$ cat src/design/bobl_pkg.sv
// Package for the bounded ordered byte list: field widths, request and
// status codes, and the command and status bundles between controller and datapath.
// Depends on nothing; every other design file but bobl_ram uses it, as do the testbench files.
package bobl_pkg;

  localparam int CAPACITY_DEF = 16;

  localparam int KIND_W   = 3;
  localparam int VALUE_W  = 8;
  localparam int STATUS_W = 2;
  localparam int COUNT_W  = 5;

  // Request kinds.
  localparam logic [KIND_W-1:0] KIND_ORDERED   = 3'd0;
  localparam logic [KIND_W-1:0] KIND_APPEND    = 3'd1;
  localparam logic [KIND_W-1:0] KIND_PREPEND   = 3'd2;
  localparam logic [KIND_W-1:0] KIND_DEL_VALUE = 3'd3;
  localparam logic [KIND_W-1:0] KIND_DEL_HEAD  = 3'd4;

  // Response status codes.
  localparam logic [STATUS_W-1:0] ST_DONE      = 2'd0;
  localparam logic [STATUS_W-1:0] ST_FULL      = 2'd1;
  localparam logic [STATUS_W-1:0] ST_NOT_FOUND = 2'd2;
  localparam logic [STATUS_W-1:0] ST_EMPTY     = 2'd3;

  // Commands from the controller to the datapath.
  typedef struct packed {
    logic start;   // latch a request and prepare the pass
    logic step;    // a step of the forward pass over the entries
    logic tail;    // final write and count update
    logic finish;  // load the response register
  } dp_cmd_t;

  // Status from the datapath to the controller.
  typedef struct packed {
    logic early;        // the request on the port is answered without a pass
    logic direct_tail;  // the request on the port only writes at the end
    logic pass_done;    // every entry has been read and handled
    logic out_free;     // the response register can take a new word
  } dp_stat_t;

  function automatic logic kind_is_insert(input logic [KIND_W-1:0] k);
    return (k == KIND_ORDERED) || (k == KIND_APPEND) || (k == KIND_PREPEND);
  endfunction

  function automatic logic kind_is_delete(input logic [KIND_W-1:0] k);
    return (k == KIND_DEL_VALUE) || (k == KIND_DEL_HEAD);
  endfunction

endpackage

$ cat src/design/bobl_req_if.sv
// Request channel of the bounded ordered byte list: valid, ready and payload.
// Depends on bobl_pkg for the field widths.
interface bobl_req_if;
  logic                                valid;
  logic                                ready;
  logic [bobl_pkg::KIND_W-1:0]         kind;
  logic signed [bobl_pkg::VALUE_W-1:0] value;

  modport source (output valid, output kind, output value, input ready);
  modport sink (input valid, input kind, input value, output ready);
endinterface

$ cat src/design/bobl_rsp_if.sv
// Response channel of the bounded ordered byte list: valid, ready and payload.
// Depends on bobl_pkg for the field widths.
interface bobl_rsp_if;
  logic                                valid;
  logic                                ready;
  logic [bobl_pkg::STATUS_W-1:0]       status;
  logic signed [bobl_pkg::VALUE_W-1:0] removed_value;
  logic [bobl_pkg::COUNT_W-1:0]        entry_count;

  modport source (output valid, output status, output removed_value, output entry_count,
                  input ready);
  modport sink (input valid, input status, input removed_value, input entry_count,
                output ready);
endinterface

$ cat src/design/bounded_ordered_byte_list_top.sv
// Bounded ordered byte list, top level; one request is worked at a time.
// A rejected, empty-list or unused request goes straight to the response, an append
// straight to the tail write; ordered insert, prepend and both deletes first run a pass
// over the entries. The next request is taken only after the response is loaded; the
// pass, one entry per cycle, sets the rate while the response register is free.
// Reset (rst, synchronous) empties the list; the entry memory is not cleared.
module bounded_ordered_byte_list_top #(
  parameter int CAPACITY = bobl_pkg::CAPACITY_DEF
) (
  input logic        clk,
  input logic        rst,
  bobl_req_if.sink   req,
  bobl_rsp_if.source rsp
);
  import bobl_pkg::*;

  localparam logic [COUNT_W-1:0] CAP_COUNT = COUNT_W'(CAPACITY);

  // The controller and the datapath talk only through these two bundles.
  dp_cmd_t  cmd;
  dp_stat_t stat;

  // The controller owns the request handshake: a word is taken only when no
  // request is in progress, while a finished response may still wait in the
  // datapath's output register for the sink to take it.
  bobl_ctrl u_ctrl (
    .clk       (clk),
    .rst       (rst),
    .req_valid (req.valid),
    .req_ready (req.ready),
    .stat      (stat),
    .cmd       (cmd)
  );

  // The datapath holds the entries in a RAM and runs at most one forward pass
  // per request. An insert carries each displaced entry one place back; a delete
  // moves each later entry one place forward. The final write of an insert and
  // the count update happen in the tail step.
  bobl_dp #(
    .CAPACITY (CAPACITY)
  ) u_dp (
    .clk               (clk),
    .rst               (rst),
    .cmd               (cmd),
    .stat              (stat),
    .req_kind          (req.kind),
    .req_value         (req.value),
    .rsp_valid         (rsp.valid),
    .rsp_ready         (rsp.ready),
    .rsp_status        (rsp.status),
    .rsp_removed_value (rsp.removed_value),
    .rsp_entry_count   (rsp.entry_count)
  );

  // Only one request is in progress: the port closes right after a word is taken.
  a_one_in_flight: assert property (@(posedge clk) disable iff (rst)
    req.valid && req.ready |=> !req.ready)
    else $error("request accepted while another is in progress");

  // A full rejection reports the list at capacity.
  a_full_count: assert property (@(posedge clk) disable iff (rst)
    rsp.valid && (rsp.status == ST_FULL) |-> rsp.entry_count == CAP_COUNT)
    else $error("full status with a count below capacity");

  // An empty report leaves the list empty.
  a_empty_count: assert property (@(posedge clk) disable iff (rst)
    rsp.valid && (rsp.status == ST_EMPTY) |-> rsp.entry_count == '0)
    else $error("empty status with a nonzero count");

  // Nothing is removed when the value was not found.
  a_not_found_removed: assert property (@(posedge clk) disable iff (rst)
    rsp.valid && (rsp.status == ST_NOT_FOUND) |-> rsp.removed_value == '0)
    else $error("removed value reported for a missed delete");
endmodule

$ cat src/design/bobl_ram.sv
// Generic single-write, single-read RAM with a registered read port.
// Depends on nothing.
module bobl_ram #(
  parameter int WIDTH = 8,
  parameter int DEPTH = 16
) (
  input  logic                     clk,
  input  logic                     we,
  input  logic [$clog2(DEPTH)-1:0] waddr,
  input  logic [WIDTH-1:0]         wdata,
  input  logic                     re,
  input  logic [$clog2(DEPTH)-1:0] raddr,
  output logic [WIDTH-1:0]         rdata
);
  logic [WIDTH-1:0] mem [DEPTH];

  always_ff @(posedge clk) begin
    if (we) begin
      mem[waddr] <= wdata;
    end
    if (re) begin
      rdata <= mem[raddr];
    end
  end
endmodule

$ cat src/design/bobl_ctrl.sv
// Controller of the bounded ordered byte list: sequences accept, pass, tail and reply.
// Depends on bobl_pkg for the command and status bundles.
module bobl_ctrl (
  input  logic               clk,
  input  logic               rst,
  input  logic               req_valid,
  output logic               req_ready,
  input  bobl_pkg::dp_stat_t stat,
  output bobl_pkg::dp_cmd_t  cmd
);
  import bobl_pkg::*;

  typedef enum logic [1:0] {S_IDLE, S_PASS, S_TAIL, S_REPLY} state_t;

  state_t state;
  state_t state_next;

  always_comb begin
    state_next = state;
    cmd        = '0;
    case (state)
      S_IDLE: begin
        if (req_valid) begin
          cmd.start = 1'b1;
          if (stat.early) begin
            state_next = S_REPLY;
          end else if (stat.direct_tail) begin
            state_next = S_TAIL;
          end else begin
            state_next = S_PASS;
          end
        end
      end
      S_PASS: begin
        cmd.step = 1'b1;
        if (stat.pass_done) begin
          state_next = S_TAIL;
        end
      end
      S_TAIL: begin
        cmd.tail   = 1'b1;
        state_next = S_REPLY;
      end
      S_REPLY: begin
        if (stat.out_free) begin
          cmd.finish = 1'b1;
          state_next = S_IDLE;
        end
      end
      default: begin
        state_next = S_IDLE;
      end
    endcase
  end

  always_ff @(posedge clk) begin
    if (rst) begin
      state <= S_IDLE;
    end else begin
      state <= state_next;
    end
  end

  assign req_ready = (state == S_IDLE);
endmodule

$ cat src/design/bobl_dp.sv
// Datapath of the bounded ordered byte list: entry memory, fill count, the forward
// pass that shifts entries, and the response register. Depends on bobl_pkg and bobl_ram.
module bobl_dp #(
  parameter int CAPACITY = bobl_pkg::CAPACITY_DEF
) (
  input  logic                                clk,
  input  logic                                rst,
  input  bobl_pkg::dp_cmd_t                   cmd,
  output bobl_pkg::dp_stat_t                  stat,
  input  logic [bobl_pkg::KIND_W-1:0]         req_kind,
  input  logic signed [bobl_pkg::VALUE_W-1:0] req_value,
  output logic                                rsp_valid,
  input  logic                                rsp_ready,
  output logic [bobl_pkg::STATUS_W-1:0]       rsp_status,
  output logic signed [bobl_pkg::VALUE_W-1:0] rsp_removed_value,
  output logic [bobl_pkg::COUNT_W-1:0]        rsp_entry_count
);
  import bobl_pkg::*;

  localparam int AW = $clog2(CAPACITY);
  localparam int CW = $clog2(CAPACITY + 1);
  localparam int EW = CW + COUNT_W;

  logic [CW-1:0]       count;
  logic [KIND_W-1:0]   kind_r;
  logic [VALUE_W-1:0]  value_r;
  logic [CW-1:0]       rp;
  logic [AW-1:0]       pp;
  logic                dv;
  logic                found;
  logic [VALUE_W-1:0]  carry;
  logic [VALUE_W-1:0]  removed_r;
  logic [STATUS_W-1:0] status_r;

  logic                ram_we;
  logic [AW-1:0]       ram_waddr;
  logic [VALUE_W-1:0]  ram_wdata;
  logic                ram_re;
  logic [VALUE_W-1:0]  ram_rdata;

  logic                full;
  logic                empty;
  logic [STATUS_W-1:0] early_status;
  logic                del_mode;
  logic                hit;
  logic [EW-1:0]       count_ext;

  bobl_ram #(
    .WIDTH (VALUE_W),
    .DEPTH (CAPACITY)
  ) u_ram (
    .clk   (clk),
    .we    (ram_we),
    .waddr (ram_waddr),
    .wdata (ram_wdata),
    .re    (ram_re),
    .raddr (rp[AW-1:0]),
    .rdata (ram_rdata)
  );

  assign full      = (count == CW'(CAPACITY));
  assign empty     = (count == '0);
  assign del_mode  = kind_is_delete(kind_r);
  assign count_ext = EW'(count);

  // An insert matches at the first entry not smaller than the value; a delete
  // matches at the first equal entry, or at once when it removes the head.
  assign hit = del_mode ? ((kind_r == KIND_DEL_HEAD) || (ram_rdata == value_r))
                        : ($signed(value_r) <= $signed(ram_rdata));

  always_comb begin
    early_status = ST_DONE;
    stat.early   = 1'b0;
    if (kind_is_insert(req_kind)) begin
      if (full) begin
        early_status = ST_FULL;
        stat.early   = 1'b1;
      end
    end else if (kind_is_delete(req_kind)) begin
      if (empty) begin
        early_status = ST_EMPTY;
        stat.early   = 1'b1;
      end
    end else begin
      stat.early = 1'b1;
    end
    stat.direct_tail = (req_kind == KIND_APPEND);
    stat.pass_done   = (rp == count) && !dv;
    stat.out_free    = !rsp_valid || rsp_ready;
  end

  always_comb begin
    ram_re    = cmd.step && (rp < count);
    ram_we    = 1'b0;
    ram_waddr = pp;
    ram_wdata = ram_rdata;
    if (cmd.step && dv) begin
      if (!del_mode) begin
        // Insert: from the match on, each entry moves one place back.
        if (found || hit) begin
          ram_we    = 1'b1;
          ram_waddr = pp;
          ram_wdata = found ? carry : value_r;
        end
      end else if (found) begin
        // Delete: after the match, each entry moves one place forward.
        ram_we    = 1'b1;
        ram_waddr = pp - AW'(1);
        ram_wdata = ram_rdata;
      end
    end
    if (cmd.tail && !del_mode) begin
      ram_we    = 1'b1;
      ram_waddr = count[AW-1:0];
      ram_wdata = found ? carry : value_r;
    end
  end

  always_ff @(posedge clk) begin
    if (rst) begin
      count     <= '0;
      dv        <= 1'b0;
      found     <= 1'b0;
      rsp_valid <= 1'b0;
    end else begin
      if (cmd.start) begin
        kind_r    <= req_kind;
        value_r   <= req_value;
        rp        <= '0;
        dv        <= 1'b0;
        found     <= (req_kind == KIND_PREPEND);
        carry     <= req_value;
        removed_r <= '0;
        status_r  <= early_status;
      end
      if (cmd.step) begin
        dv <= ram_re;
        if (ram_re) begin
          rp <= rp + 1'b1;
          pp <= rp[AW-1:0];
        end
        if (dv) begin
          if (!del_mode) begin
            if (found || hit) begin
              found <= 1'b1;
              carry <= ram_rdata;
            end
          end else if (!found && hit) begin
            found     <= 1'b1;
            removed_r <= ram_rdata;
          end
        end
      end
      if (cmd.tail) begin
        if (!del_mode) begin
          count <= count + 1'b1;
        end else if (found) begin
          count <= count - 1'b1;
        end else begin
          status_r <= ST_NOT_FOUND;
        end
      end
      if (cmd.finish) begin
        rsp_valid         <= 1'b1;
        rsp_status        <= status_r;
        rsp_removed_value <= $signed(removed_r);
        rsp_entry_count   <= count_ext[COUNT_W-1:0];
      end else if (rsp_ready) begin
        rsp_valid <= 1'b0;
      end
    end
  end
endmodule

$ cat src/flat_wrapper.sv
// flat-port wrapper written by rule: the top's interface ports become plain ports
module bounded_ordered_byte_list_top_flat import bobl_pkg::*;
#(
  parameter int CAPACITY = bobl_pkg::CAPACITY_DEF
)
  (clk, rst, req_valid, req_kind, req_value, req_ready, rsp_valid, rsp_status, rsp_removed_value, rsp_entry_count, rsp_ready);
  bobl_req_if req_i ();
  bobl_rsp_if rsp_i ();
  input logic clk;
  input logic rst;
  input wire logic [$bits(req_i.valid)-1:0] req_valid;
  input wire logic [$bits(req_i.kind)-1:0] req_kind;
  input wire logic [$bits(req_i.value)-1:0] req_value;
  output wire logic [$bits(req_i.ready)-1:0] req_ready;
  output wire logic [$bits(rsp_i.valid)-1:0] rsp_valid;
  output wire logic [$bits(rsp_i.status)-1:0] rsp_status;
  output wire logic [$bits(rsp_i.removed_value)-1:0] rsp_removed_value;
  output wire logic [$bits(rsp_i.entry_count)-1:0] rsp_entry_count;
  input wire logic [$bits(rsp_i.ready)-1:0] rsp_ready;
  assign req_i.valid = req_valid;
  assign req_i.kind = req_kind;
  assign req_i.value = req_value;
  assign req_ready = req_i.ready;
  assign rsp_valid = rsp_i.valid;
  assign rsp_status = rsp_i.status;
  assign rsp_removed_value = rsp_i.removed_value;
  assign rsp_entry_count = rsp_i.entry_count;
  assign rsp_i.ready = rsp_ready;
  bounded_ordered_byte_list_top #(.CAPACITY(CAPACITY)) u_core (.clk(clk), .rst(rst), .req(req_i), .rsp(rsp_i));
endmodule
$ cat config.mk
export PLATFORM = sky130hd
export DESIGN_NAME = bounded_ordered_byte_list_top_flat
export DESIGN_NICKNAME = d
export VERILOG_FILES = /design/src/design/bobl_pkg.sv /design/src/design/bobl_req_if.sv /design/src/design/bobl_rsp_if.sv /design/src/design/bounded_ordered_byte_list_top.sv /design/src/design/bobl_ram.sv /design/src/design/bobl_ctrl.sv /design/src/design/bobl_dp.sv /design/src/flat_wrapper.sv
export SDC_FILE = /design/constraint.sdc
export NUM_CORES = 1
export LEC_CHECK = 0
export BUFFER_PORTS_ARGS = -buffer_cell sky130_fd_sc_hd__buf_4
export CAP_MARGIN = 20
export CORE_MARGIN = 2
export CORE_UTILIZATION = 57
export CTS_CLUSTER_DIAMETER = 50
export DETAILED_ROUTE_END_ITERATION = 6
export GPL_TIMING_DRIVEN = 0
export HOLD_SLACK_MARGIN = 0.03
export PLACE_DENSITY_LB_ADDON = 0.08
export REMOVE_ABC_BUFFERS = 1
export SETUP_SLACK_MARGIN = 0.5
export SLEW_MARGIN = 25
export SYNTH_ARGS = -nofsm -noshare
export SYNTH_HDL_FRONTEND = slang
export SYNTH_SLANG_ARGS = --single-unit
$ cat constraint.sdc
create_clock -name clk -period 3.3 [get_ports clk]
set_input_delay 0.66 -clock clk [delete_from_list [all_inputs] [get_ports clk]]
set_output_delay 0.66 -clock clk [all_outputs]
set_load 0.01 [all_outputs]
==> flow_metrics.env <==
export IMPL_ys_seq_area_share_pct=68.11
export IMPL_power_mw=7.685
export IMPL_min_delay_path_class="input pin to register"
export IMPL_row_count=44
export IMPL_required_ns=3.49
export IMPL_avgRoutedWirePerCell_um=22.87
export IMPL_boundaryPins=32
export IMPL_die_w_um=127.0
export IMPL_design_die_area_um2=16140
export IMPL_top_usage_layer="met2"
export IMPL_diodes=0
export IMPL_final_cell_mix="edfxtp_1 (189), buf_4 (61), mux4_2 (40)"
export IMPL_grt_overflow_total=0
export IMPL_timing_final_crit_share_pct=82.37
export IMPL_yosysWarnings=0
export IMPL_grtUsageMet1_pct=32.40
export IMPL_cap_violations=0
export IMPL_netlist_instances=516
export IMPL_drc=0
export IMPL_drtPass1Iterations=5
export IMPL_gp_congestion=0.8448
export IMPL_grtUsageMet2_pct=37.89
export IMPL_finalCriticalPeriod_ns=2.718
export IMPL_mostFrequentLayoutCell="edfxtp_1"
export IMPL_ant_nets=0
export IMPL_htreeDepth=4
export IMPL_wl_um=18120
export IMPL_tightest_slew_ns=0.9628
export IMPL_crit_path_max_fanout=8
export IMPL_fin_skew_ns=0.009594
export IMPL_critPathLaunchType="register"
export IMPL_grt_pass1_wl_um=28200
export IMPL_dp_hpwl_um=11530
export IMPL_synthArstFlopShare_pct=0
export IMPL_cts_tree="yes"
export IMPL_synth_edf_count=189
export IMPL_endpoint_kind="register"
export IMPL_clockRootBuffer="clkbuf_16"
export IMPL_layout_nets=633
export IMPL_critPathKind="register to register"
export IMPL_track_usage_pct=23.60
export IMPL_ys_types=50
export IMPL_initial_core_util_pct=58.91
export IMPL_maxSlewViolCount=0
export IMPL_final_layout_size_suffix_gt1_share_pct=33.72
export IMPL_relSlewSlack_pct=35.74
export IMPL_clock_path_buffers=2
export IMPL_setup_viol=0
export IMPL_vias_per_cell=6.268
export IMPL_status="completed"
export IMPL_syn_area_per_cell_um2=16.72
export IMPL_synth_seq_cells=199
export IMPL_powerDensity_nw_per_um2=724.6
export IMPL_cts_made_buffers=17
export IMPL_vias=4964
export IMPL_drtIter0Drc=446
export IMPL_setup_tns_ns=0
export IMPL_irDropWorstVdd_mv=0.4262
export IMPL_synth_ff_type="edfxtp_1"
export IMPL_crit_arrival_ns=2.91
export IMPL_dpl_worst_slack_ns=-0.05881
export IMPL_grt_setup_unrepaired="true"
export IMPL_area_growth_pct=22.93
export IMPL_syn_area_um2=8627
export IMPL_core_area_um2=14640
export IMPL_fp_dieH_um=127.0
export IMPL_portBuffers=31
export IMPL_final_util_pct=72.42
export IMPL_clk_pin_slew_ns=0.07
export IMPL_fmax_ghz=0.3679
export IMPL_p_leak_nw=3.760
export IMPL_grt_max_degree=29
export IMPL_gr_usage_met3_pct=4.774
export IMPL_clk_latency_ns=0.43
export IMPL_hold_viol=0
export IMPL_first_global_vias=5052
export IMPL_antenna_found_initial=0
export IMPL_fin_ws_ns=0.5819
export IMPL_cts_sinks=199
export IMPL_rrSetupSlack_ns=0.58
synthesized netlist by cell type, drive strengths merged, types with 2 or more instances:
cell type | n | area, um2
a21o | 4 | 30.03
a21oi | 13 | 76.33
a221o | 3 | 30.03
a31oi | 2 | 12.51
and2 | 2 | 12.51
and3 | 2 | 17.52
buf | 10 | 66.31
clkbuf | 14 | 52.55
dfxtp | 10 | 200.2
edfxtp | 189 | 5675
ha | 22 | 275.3
inv | 21 | 78.82
mux2i | 37 | 370.4
mux4 | 40 | 900.9
nand2 | 18 | 67.56
nand2b | 2 | 20.02
nand3 | 19 | 95.09
nand3b | 2 | 15.01
nand4 | 4 | 25.02
nor2 | 27 | 101.4
nor2b | 5 | 31.28
nor3 | 12 | 60.06
nor3b | 2 | 15.01
nor4 | 10 | 62.56
o21ai | 21 | 116.4
o22ai | 2 | 12.51
or3 | 2 | 12.51
xnor2 | 3 | 26.28
xor2 | 5 | 43.79
critical path, cell delays in order, from the launching register on:
cell      delay (ns)
edfxtp_1        0.33
inv_1           0.10
ha_1            0.38
nand4_1         0.22
a21oi_1         0.39
nor4_4          0.05
buf_4           0.17
o21ai_4         0.48
nor3_2          0.13
buf_4           0.21
per-layer routing:
metal / vias to the layer above / wire, um
met5: - / 0
met4: 0 / 403
met3: 31 / 863
met2: 163 / 9092
met1: 2569 / 7754
li1: 2201 / -
report_power, final:
part           switching [mW]  leakage [nW]  internal [mW]
clock                   0.905         0.288           1.20
sequential              0.117          1.81           3.17
combinational            1.28          1.66           1.02
layout make-up:
class	count	area, um2
fillers	884	4039
clock inverters	14	172.7
well taps	184	230.2
multi-input cells	272	2984
flip-flops and latches	199	5879
clock buffers	18	429.2
repair buffers	84	822.0
inverters	21	87.58
cells by family (layout without fill, tap and decap cells):
group	after synthesis	after routing	synth area share [%]
flops	199	199	68.11
simple gates	110	110	6.526
mux	78	78	14.87
compound gates	53	53	3.974
buf+inv	45	137	2.291
fa+ha+maj	23	23	3.423
xor+xnor	8	8	0.8122
path summary, 6_finish.rpt:
| check | start | endpoint | cells after the start |
|---|---|---|---|
| worst max-delay path | u_core.u_dp.u_ram.rdata[7] | u_core.u_dp.u_ram.mem[14][5] | 9 |
| worst min-delay path | req_value[4] | u_core.u_dp.value_r[4] | 1 |
| worst max register to register | u_core.u_dp.u_ram.rdata[7] | u_core.u_dp.u_ram.mem[14][5] | 9 |
| worst min register to register | u_core.u_dp.removed_r[3] | u_core.u_dp.rsp_removed_value[3] | 0 |
stage by stage:
step           hold slack [ns]  instances  area (um2)
2_1_floorplan           0.4260        492        8508
3_3_place_gp            0.4342        707        8971
3_5_place_dp            0.4349        726        9260
4_1_cts                 0.3853        773       10270
5_1_grt                 0.3921        792       10610
6_report                0.4058        792       10610
flip-flops by register name, indices dropped and copies added, names as in the netlist, 3 cells and up:
| register | cells |
|---|---|
| u_core.u_dp.carry | 8 |
| u_core.u_dp.count | 5 |
| u_core.u_dp.kind_r | 3 |
| u_core.u_dp.pp | 4 |
| u_core.u_dp.removed_r | 8 |
| u_core.u_dp.rp | 5 |
| u_core.u_dp.rsp_entry_count | 5 |
| u_core.u_dp.rsp_removed_value | 8 |
| u_core.u_dp.u_ram.mem | 128 |
| u_core.u_dp.u_ram.rdata | 8 |
| u_core.u_dp.value_r | 8 |
timing repair:
action / 4_1_cts / 5_1_grt
buffers inserted: 15 / 19
pin swaps: 12 / 4
gates resized for setup: 37 / 25
hold buffers: 0 / 0
endpoints found under the setup margin: 269 / 247
Power figures use the tool's default switching activity.
